[config.mk]
export PLATFORM = sky130hd
export DESIGN_NAME = clock_timestamp_to_seconds
export DESIGN_NICKNAME = d
export VERILOG_FILES = /design/src/design/ctsec_pkg.sv /design/src/design/ctsec_scan.sv /design/src/design/clock_timestamp_to_seconds.sv
export SDC_FILE = /design/constraint.sdc
export NUM_CORES = 1
export LEC_CHECK = 0
export BUFFER_PORTS_ARGS = -buffer_cell sky130_fd_sc_hd__buf_4
export CAP_MARGIN = 20
export CELL_PAD_IN_SITES_DETAIL_PLACEMENT = 1
export CELL_PAD_IN_SITES_GLOBAL_PLACEMENT = 1
export CORE_UTILIZATION = 44
export CTS_CLUSTER_SIZE = 25
export DETAILED_ROUTE_END_ITERATION = 10
export PLACE_DENSITY_LB_ADDON = 0.1
export RECOVER_POWER = 25
export SLEW_MARGIN = 20
export SYNTH_ARGS = -nofsm -noshare
export SYNTH_HDL_FRONTEND = slang
export SYNTH_SLANG_ARGS = --single-unit
[constraint.sdc]
create_clock -name i_clk -period 5.8 [get_ports i_clk]
set_input_delay 1.16 -clock i_clk [delete_from_list [all_inputs] [get_ports i_clk]]
set_output_delay 1.16 -clock i_clk [all_outputs]
set_load 0.02 [all_outputs]
[src/design/ctsec_pkg.sv]
// ctsec_pkg: widths, codes and shared types of the clock timestamp reader
// no dependencies
package ctsec_pkg;

    localparam int MAX_HOUR_DIGITS = 6;

    localparam int CHAR_W   = 21;
    localparam int TOTAL_W  = 32;
    localparam int STATUS_W = 2;
    localparam int FIRST_W  = $clog2(10 ** MAX_HOUR_DIGITS);
    localparam int MS_W     = 7;
    localparam int FDIG_W   = $clog2(MAX_HOUR_DIGITS + 2);

    localparam logic [CHAR_W-1:0] SEP_RESET  = CHAR_W'(58);
    localparam logic [CHAR_W-1:0] CODE_ZERO  = CHAR_W'(48);
    localparam logic [CHAR_W-1:0] CODE_NINE  = CHAR_W'(57);
    localparam logic [CHAR_W-1:0] CODE_SPACE = CHAR_W'(32);
    localparam logic [CHAR_W-1:0] CODE_TAB   = CHAR_W'(9);
    localparam logic [CHAR_W-1:0] CODE_CR    = CHAR_W'(13);

    localparam logic [FDIG_W-1:0] FDIG_MAX  = FDIG_W'(MAX_HOUR_DIGITS);
    localparam logic [FDIG_W-1:0] FDIG_SAT  = FDIG_W'(MAX_HOUR_DIGITS + 1);
    localparam logic [FDIG_W-1:0] FDIG_TWO  = FDIG_W'(2);

    localparam logic [TOTAL_W-1:0] SECS_PER_HOUR = TOTAL_W'(3600);
    localparam logic [TOTAL_W-1:0] SECS_PER_MIN  = TOTAL_W'(60);

    typedef enum logic [STATUS_W-1:0] {
        ST_OK        = 2'd0,
        ST_FORMAT    = 2'd1,
        ST_NO_TERM   = 2'd2,
        ST_HOUR_LONG = 2'd3
    } t_status;

    typedef struct packed {
        t_status            status;
        logic               hms;
        logic [FIRST_W-1:0] first;
        logic [MS_W-1:0]    middle;
        logic [MS_W-1:0]    last;
    } t_snap;

endpackage

[src/design/ctsec_scan.sv]
// ctsec_scan: per-line character scanner, field accumulators and status decode
// depends on ctsec_pkg
module ctsec_scan (
    input  logic                          i_clk,
    input  logic                          i_rst_n,
    input  logic                          i_take,
    input  logic [ctsec_pkg::CHAR_W-1:0]  i_char_code,
    input  logic                          i_end_of_line,
    input  logic [ctsec_pkg::CHAR_W-1:0]  i_sep_code,
    output ctsec_pkg::t_snap              o_snap
);
    import ctsec_pkg::*;

    logic [FIRST_W-1:0] r_first,  n_first;
    logic [MS_W-1:0]    r_middle, n_middle;
    logic [MS_W-1:0]    r_last,   n_last;
    logic [1:0]         r_seps,   n_seps;
    logic [1:0]         r_fdig,   n_fdig;
    logic [FDIG_W-1:0]  r_hdig,   n_hdig;
    logic               r_term,   n_term;
    logic               r_fault,  n_fault;

    logic       is_space;
    logic       is_digit;
    logic [3:0] digit;

    assign is_space = (i_char_code == CODE_SPACE) ||
                      (i_char_code >= CODE_TAB && i_char_code <= CODE_CR);
    assign is_digit = (i_char_code >= CODE_ZERO) && (i_char_code <= CODE_NINE);
    assign digit    = i_char_code[3:0];

    always_comb begin
        n_first  = r_first;
        n_middle = r_middle;
        n_last   = r_last;
        n_seps   = r_seps;
        n_fdig   = r_fdig;
        n_hdig   = r_hdig;
        n_term   = r_term;
        n_fault  = r_fault;
        if (!r_term) begin
            if (is_space) begin
                n_term = 1'b1;
            end else if (i_char_code == i_sep_code) begin
                if (r_seps != 2'd3) begin
                    n_seps = r_seps + 2'd1;
                end
                n_fdig = 2'd0;
            end else if (!is_digit) begin
                n_fault = 1'b1;
            end else if (r_seps == 2'd0) begin
                if (r_hdig < FDIG_MAX) begin
                    n_first = FIRST_W'((FIRST_W + 4)'(r_first) * (FIRST_W + 4)'(10)
                                       + (FIRST_W + 4)'(digit));
                    n_hdig  = r_hdig + FDIG_W'(1);
                end else begin
                    n_hdig = FDIG_SAT;
                end
            end else if (r_fdig >= 2'd2 || r_seps == 2'd3) begin
                n_fault = 1'b1;
                if (r_fdig != 2'd3) begin
                    n_fdig = r_fdig + 2'd1;
                end
            end else begin
                if (r_seps == 2'd1) begin
                    n_middle = MS_W'(r_middle * MS_W'(10) + MS_W'(digit));
                end else begin
                    n_last = MS_W'(r_last * MS_W'(10) + MS_W'(digit));
                end
                n_fdig = r_fdig + 2'd1;
            end
        end
    end

    // status of the line as it stands after this character
    always_comb begin
        o_snap.hms    = (n_seps == 2'd2);
        o_snap.first  = n_first;
        o_snap.middle = n_middle;
        o_snap.last   = n_last;
        if (n_fault || n_seps == 2'd0 || n_seps == 2'd3 ||
            (n_seps == 2'd1 && n_hdig > FDIG_TWO)) begin
            o_snap.status = ST_FORMAT;
        end else if (n_seps == 2'd2 && n_hdig > FDIG_MAX) begin
            o_snap.status = ST_HOUR_LONG;
        end else if (!n_term) begin
            o_snap.status = ST_NO_TERM;
        end else begin
            o_snap.status = ST_OK;
        end
    end

    always_ff @(posedge i_clk) begin
        if (!i_rst_n || (i_take && i_end_of_line)) begin
            r_first  <= '0;
            r_middle <= '0;
            r_last   <= '0;
            r_seps   <= '0;
            r_fdig   <= '0;
            r_hdig   <= '0;
            r_term   <= 1'b0;
            r_fault  <= 1'b0;
        end else if (i_take) begin
            r_first  <= n_first;
            r_middle <= n_middle;
            r_last   <= n_last;
            r_seps   <= n_seps;
            r_fdig   <= n_fdig;
            r_hdig   <= n_hdig;
            r_term   <= n_term;
            r_fault  <= n_fault;
        end
    end

endmodule

[src/design/clock_timestamp_to_seconds.sv]
// clock_timestamp_to_seconds: reads a leading H:MM:SS or MM:SS stamp from a character stream
// depends on ctsec_pkg and ctsec_scan
//
//  channel  | handshake                  | payload
//  ---------+----------------------------+--------------------------------------
//  input    | i_in_valid / o_in_stall    | i_char_code, i_end_of_line
//  output   | o_out_valid / i_out_stall  | o_total_seconds, o_status
//  config   | i_cfg_we                   | i_cfg_data (separator code)
//
//  one character per cycle while o_in_stall is low; the line state updates on each input transfer
//  after the end-of-line transfer the result passes the snapshot register, then the sum register
//  the sum stage is the hours * 3600 and minutes * 60 constant products
//  output stall backs up through two registers before o_in_stall rises
//  synchronous active-low reset clears line state and both valid flags, separator back to colon
module clock_timestamp_to_seconds (
    input  logic                            i_clk,
    input  logic                            i_rst_n,
    input  logic                            i_in_valid,
    output logic                            o_in_stall,
    input  logic [ctsec_pkg::CHAR_W-1:0]    i_char_code,
    input  logic                            i_end_of_line,
    output logic                            o_out_valid,
    input  logic                            i_out_stall,
    output logic [ctsec_pkg::TOTAL_W-1:0]   o_total_seconds,
    output logic [ctsec_pkg::STATUS_W-1:0]  o_status,
    input  logic                            i_cfg_we,
    input  logic [ctsec_pkg::CHAR_W-1:0]    i_cfg_data
);
    import ctsec_pkg::*;

    logic [CHAR_W-1:0]  r_sep;
    t_snap              scan_snap;
    t_snap              r_snap;
    logic               r_snap_valid;
    logic               r_out_valid;
    logic [TOTAL_W-1:0] r_total, n_total;
    t_status            r_status;

    logic take;
    logic out_free;
    logic snap_move;

    assign out_free   = !r_out_valid || !i_out_stall;
    assign snap_move  = r_snap_valid && out_free;
    assign o_in_stall = r_snap_valid && !out_free;
    assign take       = i_in_valid && !o_in_stall;

    ctsec_scan u_scan (
        .i_clk         (i_clk),
        .i_rst_n       (i_rst_n),
        .i_take        (take),
        .i_char_code   (i_char_code),
        .i_end_of_line (i_end_of_line),
        .i_sep_code    (r_sep),
        .o_snap        (scan_snap)
    );

    always_ff @(posedge i_clk) begin
        if (!i_rst_n) begin
            r_sep <= SEP_RESET;
        end else if (i_cfg_we) begin
            r_sep <= i_cfg_data;
        end
    end

    always_ff @(posedge i_clk) begin
        if (!i_rst_n) begin
            r_snap_valid <= 1'b0;
        end else if (take && i_end_of_line) begin
            r_snap_valid <= 1'b1;
        end else if (snap_move) begin
            r_snap_valid <= 1'b0;
        end
    end

    always_ff @(posedge i_clk) begin
        if (take && i_end_of_line) begin
            r_snap <= scan_snap;
        end
    end

    always_comb begin
        if (r_snap.status != ST_OK) begin
            n_total = '0;
        end else if (r_snap.hms) begin
            n_total = TOTAL_W'(r_snap.first) * SECS_PER_HOUR
                    + TOTAL_W'(r_snap.middle) * SECS_PER_MIN
                    + TOTAL_W'(r_snap.last);
        end else begin
            n_total = TOTAL_W'(r_snap.first) * SECS_PER_MIN + TOTAL_W'(r_snap.middle);
        end
    end

    always_ff @(posedge i_clk) begin
        if (!i_rst_n) begin
            r_out_valid <= 1'b0;
        end else if (out_free) begin
            r_out_valid <= r_snap_valid;
        end
    end

    always_ff @(posedge i_clk) begin
        if (snap_move) begin
            r_total  <= n_total;
            r_status <= r_snap.status;
        end
    end

    assign o_out_valid     = r_out_valid;
    assign o_total_seconds = r_total;
    assign o_status        = r_status;

endmodule

Word-level counts from Yosys, hierarchy flattened
Index checks and enable logic that the tools add are counted.
{ "totals": {"ff_bits": 137, "out_inout_bits": 36, "elab_cells": 130} }
{ "classes": {"addsub": 9, "multipliers": 6, "n_lt_le_gt_ge": 8, "n_eq_ne": 11, "muxes": 48, "n_bitwise": 2, "reduce_logical": 27} }
{ "ops": {"columns": ["op", "count"], "rows": [
  ["20-bit two-way mux", 6],
  ["7-bit two-way mux", 14],
  ["32-bit by 13-bit adder with 32-bit output", 1],
  ["32-bit by 7-bit adder with 32-bit output", 1],
  ["32-bit two-way mux", 1],
  ["20-bit by 8-bit multiplier with 28-bit output, second input constant", 1],
  ["26-bit by 7-bit adder with 27-bit output", 1],
  ["20-bit by 4-bit multiplier with 24-bit output, second input constant", 1],
  ["2-bit two-way mux", 11],
  ["21-bit equality test", 1],
  ["21-bit by 6-bit equality test with 1-bit output, second input constant", 1],
  ["21-bit by 4-bit >= comparator with 1-bit output, second input constant", 1],
  ["21-bit by 6-bit >= comparator with 1-bit output, second input constant", 1],
  ["21-bit by 4-bit less-or-equal comparator with 1-bit output, second input constant", 1],
  ["21-bit by 6-bit less-or-equal comparator with 1-bit output, second input constant", 1],
  ["20-bit by 4-bit adder with 20-bit output", 1],
  ["20-bit by 3-bit multiplier with 19-bit output, second input constant", 1],
  ["3-bit two-way mux", 6],
  ["7-bit by 4-bit adder with 7-bit output", 2],
  ["7-bit by 3-bit multiplier with 6-bit output, second input constant", 2],
  ["7-bit by 4-bit multiplier with 11-bit output, second input constant", 1],
  ["1-bit two-way mux", 10],
  ["1-bit logical AND", 8],
  ["1-bit logical OR", 7],
  ["other kinds (17)", 30]
]} }

Longest topological paths before layout
{ "depth": {"depth_word": 12, "depth_mapped": 25, "depth_no_buf": 25} }

Modules after synthesis
Synthesis repeated with hierarchy kept, for this count alone.
{ "hier_totals": {"cells_unflattened": 1616, "hier_area_um2": 14695.3} }
{ "modules_own_cells": {"columns": ["mod", "n_inst", "cells_per_inst", "area_each_um2", "seq_area_each_um2"], "rows": [
  ["clock_timestamp_to_seconds", 1, 1040, 10045.9, 2592.5],
  ["ctsec_scan", 1, 576, 4649.5, 860.8]
]} }

Worst setup path after synthesis
Ideal clock, no wire load.
{ "synth_path": {"path_type": "reg2reg", "from": "reg r_snap[16] in the netlist's numbering", "to": "reg r_total[31], in the netlist o_total_seconds[31] (data pin)", "setup_time_ns": 0.257, "arrival_time_ns": 5.252, "required_time_ns": 5.543, "setup_slack_ns": 0.291, "stages_incl_launch_ff": 20, "n_path_buf": 0, "period_less_slack_ns": 5.509, "path_cell_list": "edfxtp_1 -> inv_1 -> fa_1 -> inv_1 -> ha_1 -> inv_1 -> fa_1 -> inv_1 -> ha_1 -> ha_1 -> o21a_2 -> a211o_1 -> and4_4 -> or4_4 -> or4_4 -> nor4b_4 -> nand4_1 -> nor4_1 -> xnor2_1 -> nor2_1"} }
{ "synth_via": {"elab_chain_len": 4} }
{ "synth_lines": {"columns": ["item", "line_no", "rtl"], "rows": [
  ["start: declaration", "clock_timestamp_to_seconds.sv:33", "t_snap r_snap;"],
  ["start signal: assignment", "clock_timestamp_to_seconds.sv:78", "r_snap <= scan_snap;"],
  ["20-bit by 8-bit multiplier with 28-bit output", "clock_timestamp_to_seconds.sv:86", "n_total = TOTAL_W'(r_snap.first) * SECS_PER_HOUR"],
  ["32-bit by 13-bit adder with 32-bit output", "clock_timestamp_to_seconds.sv:87", "+ TOTAL_W'(r_snap.middle) * SECS_PER_MIN"],
  ["32-bit by 7-bit adder with 32-bit output", "clock_timestamp_to_seconds.sv:88", "+ TOTAL_W'(r_snap.last);"],
  ["32-bit two-way mux", "clock_timestamp_to_seconds.sv:85", "end else if (r_snap.hms) begin"],
  ["end signal: assignment", "clock_timestamp_to_seconds.sv:104", "r_total <= n_total;"],
  ["end: declaration", "clock_timestamp_to_seconds.sv:36", "logic [TOTAL_W-1:0] r_total, n_total;"]
]} }
Every way passes these cells.
A chain may end at the register's enable or synchronous reset.

Worst setup path after layout
Ends and elaborated chain as after synthesis.

==> impl_metrics.json <==
{
  "crit_arrival_ns": 5.73,
  "io_buffers": 83,
  "ctsRootBufferMaster": "clkbuf_16",
  "grt_max_degree": 41,
  "dp_slack_ns": -0.05726,
  "violations": "capacitance limit, slew limit",
  "syn_inst": 1563,
  "dieArea_um2": 32590,
  "yosys_warnings": 0,
  "clkPwrFrac_pct": 34.6,
  "syn_nets": 1865,
  "coreArea_um2": 31470,
  "power.share.combinational_pct": 35.0,
  "path_max_fanout": 4,
  "reg2reg_slack_ns": 0.26,
  "finalPower_mw": 3.469,
  "crit_path_end_kind": "register",
  "cts_tree": "yes",
  "first_pass_iters": 5,
  "slew_headroom_pct": -30.05,
  "start_util_pct": 44.56,
  "synth_top_area_cell": "ha_1",
  "finalHoldViolCount": 0,
  "n_fill_cell": 3653,
  "clk_pin_slew_ns": 0.06,
  "remaining_drc_errors": 0,
  "dp_hpwl_um": 29520,
  "p_per_area_nw_per_um2": 216.9,
  "postPlaceCellArea_um2": 15160,
  "grt.total_usage_pct": 22.61,
  "fin_cells": 2075,
  "nets": 1962,
  "seq_power_share_pct": 30.4,
  "fin_skew_ns": 0.01901,
  "synthesis.area_um2": 14030,
  "n_antenna_cell": 0,
  "final_common_cell": "inv_1",
  "wl_um": 35890,
  "outcome": "finished with violations",
  "synth.area.top_cells": "ha_1 16%, edfxtp_1 15%, fa_1 10%",
  "startpoint_type": "register",
  "drt_iter0_markers": 400,
  "synthArstFlopShare_pct": 0,
  "syn_to_final_growth_pct": 13.99,
  "postLayoutSetupSlackWorst_ns": 0.2627,
  "seq_area_frac_synth_pct": 24.62,
  "multi_input_area_um2": 9784,
  "synth_top_area_share_pct": 16.15,
  "die_h_um": 180.5,
  "setup_viol": 0,
  "p_leak_nw": 7.239,
  "postSynthAreaPerCell_um2": 8.974,
  "clock_sinks": 137,
  "hp-class": "register to register",
  "num_vias": 11161,
  "setup_tns_ns": 0,
  "maxCapViolations": 2,
  "final-seq-area_um2": 3453,
  "tightest_slew_ns": 1.951,
  "drive_above_1_share_pct": 12.97,
  "ir_worst_vdd_v": 0.0002150,
  "fin_area_um2": 15990,
  "grt_first_pass_wirelength_um": 58990,
  "die_w_um": 180.5,
  "worstSkewPairLatency_ns": 0.46,
  "antenna_found_initial": 0,
  "p_switching_mw": 1.200,
  "ant_nets": 0,
  "num_io_pins": 84,
  "max_freq_mhz": 180.6,
  "gp_congestion": 0.8403,
  "grt_pass1_vias": 11828,
  "slew_viol_final": 60,
  "dp_cells": 2030,
  "final.min_clock_period_ns": 5.537,
  "wl_per_cell_um": 17.30,
  "grt_overflow": 0,
  "final_cell_mix": "186 x inv_1, 174 x ha_1, 127 x nor2_1",
  "synth_cell_type_count": 85,
  "ys.flop_type": "edfxtp_1",
  "cp.required_ns": 5.99,
  "clockBufferDepth": 2,
  "switching_share_pct": 34.59,
  "layout_worst_path_cycle_share_pct": 95.47,
  "setup.worst_path.class": "register to register",
  "htree_levels": 4,
  "synth_edf_count": 71,
  "ys_ff_latch": 137,
  "p_int_mw": 2.269,
  "viasPerCell": 5.379,
  "rows": 65,
  "numCtsBuffers": 17
}
[power by group through the flow]
stage / registers [mW] / logic [mW] / clock network (mW)
global placement: 1.07 / 1.15 / 0
floorplan: 1.08 / 0.851 / 0
global route: 1.06 / 1.35 / 1.26
detailed placement: 1.08 / 1.17 / 0
CTS: 1.05 / 1.19 / 1.23
finish: 1.05 / 1.21 / 1.20
[critical path, cell delays in order (launching register included)]
cell and delay (ns):
edfxtp_1 0.38, inv_2 0.08, fa_1 0.56, inv_1 0.05
ha_1 0.30, fa_1 0.49, ha_4 0.31, ha_4 0.20
a211o_1 0.34, a211o_1 0.33, and4_4 0.19, or4_4 0.54
or4_4 0.53, nor4b_4 0.30, nand4_1 0.22, nor4_2 0.21
xnor2_1 0.17, nor2_1 0.07
[path summary, 6_finish.rpt]
check / start / end / depth (start not counted)
max: r_snap[16]$_DFFE_PP_ / o_total_seconds[31]$_SDFFCE_PP0P_ / 17
max reg2reg: r_snap[16]$_DFFE_PP_ / o_total_seconds[31]$_SDFFCE_PP0P_ / 17
min: r_sep[5]$_SDFFE_PN1P_ / r_sep[5]$_SDFFE_PN1P_ / 2
min reg2reg: r_sep[5]$_SDFFE_PN1P_ / r_sep[5]$_SDFFE_PN1P_ / 2
[kinds of logic after synthesis]
kind of cell	synth area share, %
muxes	4.532
AOI/OAI and AO/OA	13.46
xor gates and xnor gates	9.242
adders and majority gates	26.57
DFF	24.62
and+or+nand+nor	15.10
buffers and inverters	6.476
[synthesized netlist by cell type, types with 16 or more instances]
cell / n
o21ai_0: 84
nor2_1: 128
nand3_1: 23
dfxtp_1: 66
mux2_2: 20
edfxtp_1: 71
mux2i_1: 41
inv_1: 194
a21oi_1: 98
nor2b_1: 37
a21o_1: 16
a211oi_1: 28
xor2_1: 64
nand2_1: 101
clkbuf_1: 33
fa_1: 73
nand2b_1: 16
nor3_1: 24
ha_1: 181
xnor2_1: 84
[registers in the layout (all words and copies together), names as in the netlist]
register / count
u_scan.r_middle: 7
o_out_valid: 1
u_scan.r_fdig: 2
r_snap_valid: 1
o_status: 2
r_sep: 21
o_total_seconds: 32
u_scan.r_fault: 1
u_scan.r_first: 20
u_scan.r_last: 7
r_snap: 37
u_scan.r_term: 1
u_scan.r_hdig: 3
u_scan.r_seps: 2
[area by class of cell]
cell class | count | area share [%]
Clock buffer | 17 | 2.661
Clock inverter | 15 | 1.323
Inverter | 194 | 4.555
Multi-Input combinational cell | 1191 | 61.20
Sequential cell | 137 | 21.60
Tap cell | 402 | 3.146
Timing Repair Buffer | 119 | 5.517
[metal layers]
layer,part of all wire (%),GRT usage [%]
met1,49,29.48
met2,48,39.29
met3,2.1,3.335
met4,1.1,5.299
met5,0,0
[stage by stage]
stage | util [%] | hold WS [ns]
finish | 50.80 | 0.4955
global placement | 48.16 | 0.4700
global route | 50.80 | 0.5262
CTS | 50.38 | 0.5006
floorplan | - | 0.4422
detailed placement | 48.16 | 0.4817
[timing repair]
item,4_1_cts,5_1_grt
hold buffers,0,0
buffers inserted,5,8
endpoints found under the setup margin,2,12
pin swaps,5,13
gates resized for setup,9,22
No activity file was read; power rests on OpenSTA's default activity.
